===== src/rtl/pmac_pkg.sv =====
// Shared types and constants for the pH median and average conditioner.
`default_nettype none
package pmac_pkg;

    localparam int SAMPLE_W   = 12;
    localparam int CODE_W     = 13;
    localparam int PH_W       = 16;
    localparam int SPR_W      = 5;
    localparam int GAIN_W     = 32;
    localparam int OFFSET_W   = 21;
    localparam int CFG_W      = 32;
    localparam int CFG_IDX_W  = 2;
    localparam int PROD_SHIFT = 16;
    localparam int PROD_W     = CODE_W + 1 + GAIN_W;
    localparam int PH_FULL_W  = PROD_W - PROD_SHIFT + 1;
    localparam int PH_MAX_Q12 = 57344;

    localparam logic [SPR_W-1:0]    SPR_RESET    = 5'd10;
    localparam logic [GAIN_W-1:0]   GAIN_RESET   = 32'd0;
    localparam logic [OFFSET_W-1:0] OFFSET_RESET = 21'd28672;

    typedef enum logic [CFG_IDX_W-1:0] {
        CFG_SAMPLES = 2'd0,
        CFG_GAIN    = 2'd1,
        CFG_OFFSET  = 2'd2
    } cfg_index_t;

    typedef struct packed {
        logic busy;
        logic done;
    } pmac_div_status_t;

endpackage
`default_nettype wire


===== src/rtl/pmac_divider.sv =====
// Restoring divider, one quotient bit per cycle.
`default_nettype none
module pmac_divider #(
    parameter int DIVIDEND_W = 18,
    parameter int DIVISOR_W  = 5
) (
    input  wire logic                    aclk,
    input  wire logic                    aresetn,
    input  wire logic                    start,
    input  wire logic [DIVIDEND_W-1:0]   dividend,
    input  wire logic [DIVISOR_W-1:0]    divisor,
    output pmac_pkg::pmac_div_status_t   status,
    output logic      [DIVIDEND_W-1:0]   quotient
);

    localparam int STEP_W = $clog2(DIVIDEND_W + 1);

    logic [DIVISOR_W-1:0]  rem_reg;
    logic [DIVIDEND_W-1:0] quo_reg;
    logic [DIVISOR_W-1:0]  dvs_reg;
    logic [STEP_W-1:0]     step_reg;
    logic                  busy_reg;
    logic                  done_reg;

    logic [DIVISOR_W:0]    shifted;
    logic [DIVISOR_W:0]    diff;
    logic                  fits;

    assign shifted = {rem_reg, quo_reg[DIVIDEND_W-1]};
    assign diff    = shifted - {1'b0, dvs_reg};
    assign fits    = ~diff[DIVISOR_W];

    always_ff @(posedge aclk) begin
        if (!aresetn) begin
            busy_reg <= 1'b0;
            done_reg <= 1'b0;
        end else begin
            done_reg <= !start && busy_reg && step_reg == STEP_W'(DIVIDEND_W - 1);
            if (start) begin
                busy_reg <= 1'b1;
            end else if (busy_reg && step_reg == STEP_W'(DIVIDEND_W - 1)) begin
                busy_reg <= 1'b0;
            end
        end
    end

    always_ff @(posedge aclk) begin
        if (start) begin
            rem_reg  <= '0;
            quo_reg  <= dividend;
            dvs_reg  <= divisor;
            step_reg <= '0;
        end else if (busy_reg) begin
            rem_reg  <= fits ? diff[DIVISOR_W-1:0] : shifted[DIVISOR_W-1:0];
            quo_reg  <= {quo_reg[DIVIDEND_W-2:0], fits};
            step_reg <= step_reg + STEP_W'(1);
        end
    end

    assign status.busy = busy_reg;
    assign status.done = done_reg;
    assign quotient    = quo_reg;

endmodule
`default_nettype wire


===== src/rtl/ph_median_average_conditioner.sv =====
// Top level: burst median, moving average and pH conversion of ADC samples.
//
//  channel   dir  handshake            payload
//  s_        in   s_tvalid/s_tready    s_tdata: adc_sample
//  m_        out  m_tvalid/m_tready    m_tdata: ph_value, filtered_code, median_code
//                                      m_tuser: clamped_low, clamped_high
//  cfg_      in   cfg_wr_en            cfg_index, cfg_data
//
//  A sample that does not close a burst is stored, and the block stays ready for
//  the next one. A closing sample of a burst starts a rank scan over the burst
//  memory, a ring sum over the filled ring entries, a division by the count of
//  filled entries and the pH conversion. s_tready is low while a burst is processed;
//  a waiting result stalls only the final load of the next one. Reset is
//  synchronous, active low.
`default_nettype none
module ph_median_average_conditioner #(
    parameter int MAX_SAMPLES   = 16,
    parameter int AVERAGE_DEPTH = 20,
    parameter int ADC_BITS      = 12
) (
    input  wire logic        aclk,
    input  wire logic        aresetn,
    input  wire logic        s_tvalid,
    output logic             s_tready,
    input  wire logic [15:0] s_tdata,   // [11:0] adc_sample
    output logic             m_tvalid,
    input  wire logic        m_tready,
    output logic [47:0]      m_tdata,   // [15:0] ph_value, [28:16] filtered_code,
                                        // [41:29] median_code
    output logic [1:0]       m_tuser,   // [0] clamped_low, [1] clamped_high
    input  wire logic        cfg_wr_en,
    input  wire logic [pmac_pkg::CFG_IDX_W-1:0] cfg_index,
    input  wire logic [pmac_pkg::CFG_W-1:0]     cfg_data
);

    localparam int SW     = pmac_pkg::SAMPLE_W;
    localparam int CW     = pmac_pkg::CODE_W;
    localparam int NW     = $clog2(MAX_SAMPLES + 1);
    localparam int BIW    = (MAX_SAMPLES > 1) ? $clog2(MAX_SAMPLES) : 1;
    localparam int RIW    = (AVERAGE_DEPTH > 1) ? $clog2(AVERAGE_DEPTH) : 1;
    localparam int CNT_W  = $clog2(AVERAGE_DEPTH + 1);
    localparam int SUM_W  = $clog2(AVERAGE_DEPTH * ((1 << CW) - 2) + 1);
    localparam logic [SW-1:0] SAMPLE_MASK = SW'((1 << ADC_BITS) - 1);

    typedef enum logic [9:0] {
        S_IDLE  = 10'b00_0000_0001,
        S_LOADC = 10'b00_0000_0010,
        S_LATCH = 10'b00_0000_0100,
        S_SCAN  = 10'b00_0000_1000,
        S_PUSH  = 10'b00_0001_0000,
        S_SUM0  = 10'b00_0010_0000,
        S_SUM   = 10'b00_0100_0000,
        S_DIV   = 10'b00_1000_0000,
        S_MUL   = 10'b01_0000_0000,
        S_OUT   = 10'b10_0000_0000
    } state_t;

    state_t state_reg;

    logic [pmac_pkg::SPR_W-1:0]    spr_reg;
    logic [pmac_pkg::GAIN_W-1:0]   gain_reg;
    logic [pmac_pkg::OFFSET_W-1:0] offset_reg;

    logic [SW-1:0] burst_mem [0:MAX_SAMPLES-1];
    logic [SW-1:0] brd_reg;
    logic [BIW-1:0] braddr;
    logic [NW-1:0] bcnt_reg;
    logic [NW-1:0] bcnt_inc;
    logic [NW-1:0] n_len;
    logic [NW-1:0] lo_rank;
    logic [NW-1:0] hi_rank;

    logic [BIW-1:0] i_reg;
    logic [BIW-1:0] jd_reg;
    logic [NW-1:0]  rank_reg;
    logic [NW-1:0]  rank_next;
    logic [SW-1:0]  cand_reg;
    logic [SW-1:0]  lo_val_reg;
    logic [SW-1:0]  hi_val_reg;
    logic           hit;
    logic [CW-1:0]  med_sum;

    logic [CW-1:0]    ring_mem [0:AVERAGE_DEPTH-1];
    logic [CW-1:0]    rrd_reg;
    logic [RIW-1:0]   raddr;
    logic [RIW-1:0]   ring_pos_reg;
    logic             ring_full_reg;
    logic [CNT_W-1:0] cnt_reg;
    logic [RIW-1:0]   k_reg;
    logic [SUM_W-1:0] acc_reg;
    logic [SUM_W-1:0] acc_next;

    logic                        div_start;
    pmac_pkg::pmac_div_status_t  div_status;
    logic [SUM_W-1:0]            div_quo;

    logic [CW-1:0]  mean_reg;
    logic [CW-1:0]  median_reg;
    logic signed [pmac_pkg::PROD_W-1:0] prod_reg;
    logic [pmac_pkg::PH_FULL_W-1:0]     ph_full;
    logic           ph_low;
    logic           ph_high;
    logic [pmac_pkg::PH_W-1:0] ph_clamped;

    logic           m_valid_reg;
    logic [47:0]    m_data_reg;
    logic [1:0]     m_user_reg;
    logic           out_free;
    logic           s_take;

    // configuration registers
    always_ff @(posedge aclk) begin
        if (!aresetn) begin
            spr_reg    <= pmac_pkg::SPR_RESET;
            gain_reg   <= pmac_pkg::GAIN_RESET;
            offset_reg <= pmac_pkg::OFFSET_RESET;
        end else if (cfg_wr_en) begin
            case (cfg_index)
                pmac_pkg::CFG_SAMPLES: spr_reg    <= cfg_data[pmac_pkg::SPR_W-1:0];
                pmac_pkg::CFG_GAIN:    gain_reg   <= cfg_data[pmac_pkg::GAIN_W-1:0];
                pmac_pkg::CFG_OFFSET:  offset_reg <= cfg_data[pmac_pkg::OFFSET_W-1:0];
                default: ;
            endcase
        end
    end

    always_comb begin
        if (spr_reg == '0) begin
            n_len = NW'(1);
        end else if (int'(spr_reg) > MAX_SAMPLES) begin
            n_len = NW'(MAX_SAMPLES);
        end else begin
            n_len = NW'(spr_reg);
        end
    end

    assign lo_rank  = (n_len - NW'(1)) >> 1;
    assign hi_rank  = n_len >> 1;
    assign bcnt_inc = bcnt_reg + NW'(1);

    assign s_tready = (state_reg == S_IDLE);
    assign s_take   = s_tvalid && s_tready;
    assign out_free = !m_valid_reg || m_tready;

    // rank scan: a sample's rank counts smaller ones, ties broken by position
    assign hit = (brd_reg < cand_reg) || (brd_reg == cand_reg && jd_reg < i_reg);
    assign rank_next = rank_reg + NW'(hit);
    assign med_sum   = {1'b0, lo_val_reg} + {1'b0, hi_val_reg};
    assign acc_next  = acc_reg + SUM_W'(rrd_reg);

    always_comb begin
        case (state_reg)
            S_LOADC: braddr = i_reg;
            S_SCAN:  braddr = (jd_reg == BIW'(MAX_SAMPLES - 1)) ? '0 : jd_reg + BIW'(1);
            default: braddr = '0;
        endcase
    end

    always_comb begin
        case (state_reg)
            S_SUM:   raddr = (k_reg == RIW'(AVERAGE_DEPTH - 1)) ? '0 : k_reg + RIW'(1);
            default: raddr = '0;
        endcase
    end

    always_ff @(posedge aclk) begin
        if (s_take) begin
            burst_mem[bcnt_reg[BIW-1:0]] <= s_tdata[SW-1:0] & SAMPLE_MASK;
        end
        brd_reg <= burst_mem[braddr];
    end

    always_ff @(posedge aclk) begin
        if (state_reg == S_PUSH) begin
            ring_mem[ring_pos_reg] <= med_sum;
        end
        rrd_reg <= ring_mem[raddr];
    end

    assign div_start = (state_reg == S_SUM) && (CNT_W'(k_reg) == cnt_reg - CNT_W'(1));

    pmac_divider #(
        .DIVIDEND_W (SUM_W),
        .DIVISOR_W  (CNT_W)
    ) u_div (
        .aclk     (aclk),
        .aresetn  (aresetn),
        .start    (div_start),
        .dividend (acc_next),
        .divisor  (cnt_reg),
        .status   (div_status),
        .quotient (div_quo)
    );

    assign ph_full = {prod_reg[pmac_pkg::PROD_W-1],
                      prod_reg[pmac_pkg::PROD_W-1:pmac_pkg::PROD_SHIFT]}
                   + {{(pmac_pkg::PH_FULL_W - pmac_pkg::OFFSET_W){offset_reg[pmac_pkg::OFFSET_W-1]}},
                      offset_reg};
    assign ph_low  = ph_full[pmac_pkg::PH_FULL_W-1];
    assign ph_high = !ph_low && (ph_full[pmac_pkg::PH_FULL_W-2:0] >
                                 (pmac_pkg::PH_FULL_W-1)'(pmac_pkg::PH_MAX_Q12));
    assign ph_clamped = ph_low  ? '0 :
                        ph_high ? pmac_pkg::PH_W'(pmac_pkg::PH_MAX_Q12) :
                                  ph_full[pmac_pkg::PH_W-1:0];

    // sequencer and control counters
    always_ff @(posedge aclk) begin
        if (!aresetn) begin
            state_reg     <= S_IDLE;
            bcnt_reg      <= '0;
            ring_pos_reg  <= '0;
            ring_full_reg <= 1'b0;
            m_valid_reg   <= 1'b0;
        end else begin
            if (m_valid_reg && m_tready && state_reg != S_OUT) begin
                m_valid_reg <= 1'b0;
            end
            case (state_reg)
                S_IDLE: begin
                    if (s_take) begin
                        if (bcnt_inc >= n_len) begin
                            bcnt_reg  <= '0;
                            state_reg <= S_LOADC;
                        end else begin
                            bcnt_reg <= bcnt_inc;
                        end
                    end
                end
                S_LOADC: state_reg <= S_LATCH;
                S_LATCH: state_reg <= S_SCAN;
                S_SCAN: begin
                    if (NW'(jd_reg) == n_len - NW'(1)) begin
                        state_reg <= (NW'(i_reg) == n_len - NW'(1)) ? S_PUSH : S_LOADC;
                    end
                end
                S_PUSH: begin
                    if (ring_pos_reg == RIW'(AVERAGE_DEPTH - 1)) begin
                        ring_pos_reg  <= '0;
                        ring_full_reg <= 1'b1;
                    end else begin
                        ring_pos_reg <= ring_pos_reg + RIW'(1);
                    end
                    state_reg <= S_SUM0;
                end
                S_SUM0: state_reg <= S_SUM;
                S_SUM: begin
                    if (div_start) begin
                        state_reg <= S_DIV;
                    end
                end
                S_DIV: begin
                    if (div_status.done) begin
                        state_reg <= S_MUL;
                    end
                end
                S_MUL: state_reg <= S_OUT;
                S_OUT: begin
                    if (out_free) begin
                        m_valid_reg <= 1'b1;
                        state_reg   <= S_IDLE;
                    end
                end
                default: state_reg <= S_IDLE;
            endcase
        end
    end

    // datapath registers
    always_ff @(posedge aclk) begin
        case (state_reg)
            S_IDLE: begin
                i_reg    <= '0;
                rank_reg <= '0;
            end
            S_LATCH: begin
                cand_reg <= brd_reg;
                jd_reg   <= '0;
                rank_reg <= '0;
            end
            S_SCAN: begin
                jd_reg   <= jd_reg + BIW'(1);
                rank_reg <= rank_next;
                if (NW'(jd_reg) == n_len - NW'(1)) begin
                    if (rank_next == lo_rank) begin
                        lo_val_reg <= cand_reg;
                    end
                    if (rank_next == hi_rank) begin
                        hi_val_reg <= cand_reg;
                    end
                    i_reg <= i_reg + BIW'(1);
                end
            end
            S_PUSH: begin
                median_reg <= med_sum;
                if (ring_pos_reg == RIW'(AVERAGE_DEPTH - 1) || ring_full_reg) begin
                    cnt_reg <= CNT_W'(AVERAGE_DEPTH);
                end else begin
                    cnt_reg <= CNT_W'(ring_pos_reg) + CNT_W'(1);
                end
            end
            S_SUM0: begin
                k_reg   <= '0;
                acc_reg <= '0;
            end
            S_SUM: begin
                k_reg   <= k_reg + RIW'(1);
                acc_reg <= acc_next;
            end
            S_MUL: begin
                mean_reg <= div_quo[CW-1:0];
                prod_reg <= $signed({1'b0, div_quo[CW-1:0]}) * $signed(gain_reg);
            end
            S_OUT: begin
                if (out_free) begin
                    m_data_reg <= {{(48 - 2 * CW - pmac_pkg::PH_W){1'b0}},
                                   median_reg, mean_reg, ph_clamped};
                    m_user_reg <= {ph_high, ph_low};
                end
            end
            default: ;
        endcase
    end

    assign m_tvalid = m_valid_reg;
    assign m_tdata  = m_data_reg;
    assign m_tuser  = m_user_reg;

`ifndef SYNTHESIS
    a_ring_pos: assert property (@(posedge aclk) disable iff (!aresetn)
        int'(ring_pos_reg) < AVERAGE_DEPTH)
        else $error("ring position beyond depth");

    a_scan_range: assert property (@(posedge aclk) disable iff (!aresetn)
        (state_reg == S_SCAN) |-> (NW'(jd_reg) < n_len && NW'(i_reg) < n_len))
        else $error("rank scan index beyond burst length");

    a_load_from_out: assert property (@(posedge aclk) disable iff (!aresetn)
        $rose(m_valid_reg) |-> $past(state_reg == S_OUT))
        else $error("result loaded outside output state");

    a_ph_range: assert property (@(posedge aclk) disable iff (!aresetn)
        m_valid_reg |-> (int'(m_data_reg[pmac_pkg::PH_W-1:0]) <= pmac_pkg::PH_MAX_Q12
                         && !(m_user_reg[0] && m_user_reg[1])))
        else $error("pH result out of range or both clamp flags set");
`endif

endmodule
`default_nettype wire

===== config.mk =====
export PLATFORM = sky130hd
export DESIGN_NAME = ph_median_average_conditioner
export DESIGN_NICKNAME = d
export VERILOG_FILES = /design/src/rtl/pmac_pkg.sv /design/src/rtl/pmac_divider.sv /design/src/rtl/ph_median_average_conditioner.sv
export SDC_FILE = /design/constraint.sdc
export NUM_CORES = 2
export LEC_CHECK = 0
export ABC_AREA = 1
export BUFFER_PORTS_ARGS = -buffer_cell sky130_fd_sc_hd__buf_4
export CAP_MARGIN = 30
export CORE_AREA = 2 2 359 325
export CTS_BUF_LIST = sky130_fd_sc_hd__clkbuf_4
export CTS_CLUSTER_DIAMETER = 80
export DETAILED_ROUTE_END_ITERATION = 8
export DIE_AREA = 0 0 361 327
export PLACE_DENSITY_LB_ADDON = 0.1
export SYNTH_ARGS = -nofsm -noshare
export SYNTH_HDL_FRONTEND = slang
export SYNTH_SLANG_ARGS = --single-unit

===== constraint.sdc =====
create_clock -name aclk -period 14.4 [get_ports aclk]
set_input_delay 2.88 -clock aclk [delete_from_list [all_inputs] [get_ports aclk]]
set_output_delay 2.88 -clock aclk [all_outputs]
set_load 0.02 [all_outputs]

==> flow_summary.toml <==
[outcome]
status = "completed"

[setup_path]
r2r_end = "prod_reg[45]"
r2r_start = "u_div.quotient[2]"
cp_common_cell = "fa_1"
cp_slowest_stage_delay_ps = 810
critical_path.cell_chain = "buf_4 > nand2_1 > fa_1 > fa_1 > inv_1 > fa_1 > inv_1 > fa_1 > inv_1 > fa_1 > inv_1 > fa_1 > inv_1 > ha_1 > nand2_1 > o21ai_0 > a211oi_1 > nand3_1 > xor2_1"
slowest_stage = "fa_1"
critPathCaptureType = "flop"
worstPathRequired_ps = 15300
r2r_cells = 19
path_class = "flop to flop"
arrival_ps = 7760
start_kind = "flop"
ff2ff_setup_slack_ps = 7540
path_max_fanout = 32

[logic_synthesis]
synth-adder-area-share_pct = 20.7
syn_area_mm2 = 0.0489
ys_seq_area_share_pct = 44.8
synth_cell_types = 58
synth_top_family_by_area = "adder cells"
synth-simple-area-share_pct = 15.7
synth-xor-area-share_pct = 1.93
ys_warn_count = 0
synth_compound_area_share_pct = 7.79
synth.avg_cell_area_um2 = 9.57
ys_seq_elements = 769
synth_edf_count = 652
async_flop_share_pct = 0
synth_mux_area_share_pct = 0.266
syn_inst = 5109
synthFlopType = "edfxtp_1"

[routing]
post_drt_wl_per_cell_um = 18.1
ant_nets = 0
vias_per_cell = 4.98
drtPass1Iterations = 6
num_vias = 34700
detail_route.drc_violations = 0
finalWirelength_um = 126000
drt_iter0_drc = 2457

[clocking]
clock_sinks = 769
cts_tree = "yes"
cts_made_buffers = 204
insertion_delay_ps = 1230
clk_pin_slew_worst_paths_ps = 70
holdBufCountCts = 0
cts-root-buf = "clkbuf_4"
post-cts-setup-buffers = 0
ctsHtreeMaxLevel = 4
cts_resized = 0
ctsLongestPathBuffers = 3

[finish]
top_register = "ring_mem"
fillers = 11000
layout-drive-gt1-share_pct = 11.2
fin_nets = 5930
largest_register_ffs = 260
area_growth_pct = 10.7
postLayoutCoreUtil_pct = 47.3

[die]
die_w_um = 361
rows = 118
ios = 107
die_y_um = 327
die_area_mm2 = 0.118
fp.coreArea_mm2 = 0.114
initial_core_util_pct = 42.7

[worst_hold_path]
hold-path-endpoint = "m_tdata[20]"
hp-class = "flop to flop"
hold_depth = 0
worstHoldStart = "mean_reg[4]"

[grt]
met1_usage_pct = 30.7
grt_pass1_vias = 35100
antenna_found_initial = 3
overflow = 0
track_usage_pct = 21.7
grt_use_met3_pct = 3.70
top_usage_layer = "met2"
met2_usage_pct = 34.5
grt_first_pass_wirelength_um = 199000
grt_start_max_net_pins = 88

[timing]
min_period_over_period_pct = 47.7
worstMarginPinSlew_ps = 1020
slew_violations = 0
setup_viol = 0
fmax_mhz = 146
fin_skew_ps = 125
period_needed_ps = 6860
worst_slew_margin_rel_pct = 31.7
final.setup.tns_ps = 0
layout_setup_ws_ps = 7540
rsz0062_at_grt = "no"
hold_ws_ps = 414
hold_violations = 0

[placement]
hpwlAfterDp_um = 87900
place_ws_ps = 7610
io_buffer_count = 96
gp_congestion = 0.944

[pwr]
powerDensity_mw_per_mm2 = 107
p_leak_nw = 25.1
peakVddDrop_uv = 73.9
power_mw = 5.79

[run]
maxCapViolCount = 0
-- cell families (layout without fill, tap and decap cells) --
| group | count (synthesis) | after routing |
|---|---|---|
| and+or+nand+nor | 1873 | 1873 |
| buffers and inverters | 1108 | 1442 |
| DFF | 769 | 769 |
| AOI/OAI and AO/OA | 656 | 656 |
| adders and majority gates | 582 | 582 |
| xor gates and xnor gates | 107 | 107 |
| muxes | 13 | 13 |
| other | 1 | 19 |
-- worst max-delay path: cells and delay by family, from the launching register on --
family / cells / cell delay, ps
AOI/OAI and AO/OA: 2 / 490
DFF: 1 / 410
and+or+nand+nor: 3 / 630
buffers and inverters: 6 / 910
xor gates and xnor gates: 1 / 200
adders and majority gates: 7 / 3820
-- layer usage --
layer  vias up  wire length, µm
met5         -                0
met1     16900            59600
met3       155             6990
li1      16800                -
met2       817            57300
met4         0             2170
-- layout by cell type, fill, tap and decap left out, drive strengths merged, types with 6 or more instances in the layout --
master / instances
edfxtp: 652
nand4: 23
o21a: 10
nor4: 9
mux2i: 13
o221ai: 7
a21o: 12
a211oi: 9
nand3: 180
nand3b: 9
buf: 174
nor3: 39
conb: 6
diode: 13
dfxtp: 117
nor2: 353
fa: 381
ha: 201
nand2: 1192
clkinv: 44
clkbuf: 307
o211ai: 60
or2: 58
a31oi: 16
inv: 913
xnor2: 37
xor2: 70
o21bai: 76
o21ai: 242
a21oi: 205
-- worst max-delay path by stage --
stage | start | slack, ps | endpoint
finish | u_div.quotient[2] | 7540 | prod_reg[45]
global route | u_div.quotient[2] | 7220 | prod_reg[45]
CTS | u_div.quotient[2] | 7510 | prod_reg[45]
detailed placement | u_div.quotient[2] | 7610 | prod_reg[45]
global placement | u_div.quotient[2] | 7680 | prod_reg[45]
floorplan | u_div.quotient[5] | 8610 | prod_reg[37]
-- power by group --
group | switching [mW] | total (mW) | internal, mW
Combinational | 0.847 | 1.29 | 0.444
Sequential | 0.0628 | 2.56 | 2.50
Clock | 0.942 | 1.93 | 0.992
-- synthesized netlist by cell type (3+ instances only) --
cell	n	area share (%)
nor4_1	7	0.090
or2_0	15	0.19
xor2_1	69	1.2
a21oi_1	205	2.1
nand3_1	176	1.8
nand2_1	1192	9.1
ha_1	201	5.1
buf_2	29	0.30
nand3b_1	9	0.14
xnor2_1	37	0.66
a211oi_1	9	0.14
o211ai_1	60	0.92
and3_1	3	0.038
clkbuf_1	152	1.2
and2_1	5	0.064
fa_1	381	16
edfxtp_1	652	40
inv_1	898	6.9
o21ai_1	16	0.16
a22oi_1	3	0.046
nor2_1	337	2.6
nor2_2	15	0.19
nor3_1	35	0.36
a31oi_1	16	0.20
a21boi_0	5	0.077
nand3_2	4	0.082
or2_2	41	0.52
a21o_1	12	0.18
o21ai_0	225	2.3
o31ai_1	3	0.046
mux2i_1	13	0.27
buf_4	14	0.21
dfxtp_1	117	4.8
nor3_2	4	0.082
o21a_1	10	0.15
o21bai_1	76	1.2
o221ai_1	7	0.13
inv_2	9	0.069
nand4_1	23	0.29
-- per-stage QoR --
step	cell area, µm²	cells
floorplan	48900	5114
global placement	51300	6576
detailed placement	51500	6587
CTS	54100	6948
global route	54100	6959
finish	54100	6961
-- area by class of cell --
cell class | count | area (µm²) | area share (%)
multi-input combinational | 3237 | 22900 | 42.3
sequential | 769 | 21900 | 40.5
inverter | 907 | 3410 | 6.29
clock buffer | 307 | 2300 | 4.26
tap | 1500 | 1880 | 3.47
timing repair buffer | 174 | 1380 | 2.55
clock inverter | 54 | 294 | 0.543
antenna | 13 | 32.5 | 0.0601
Note: power is estimated with default switching activity, not from simulation.
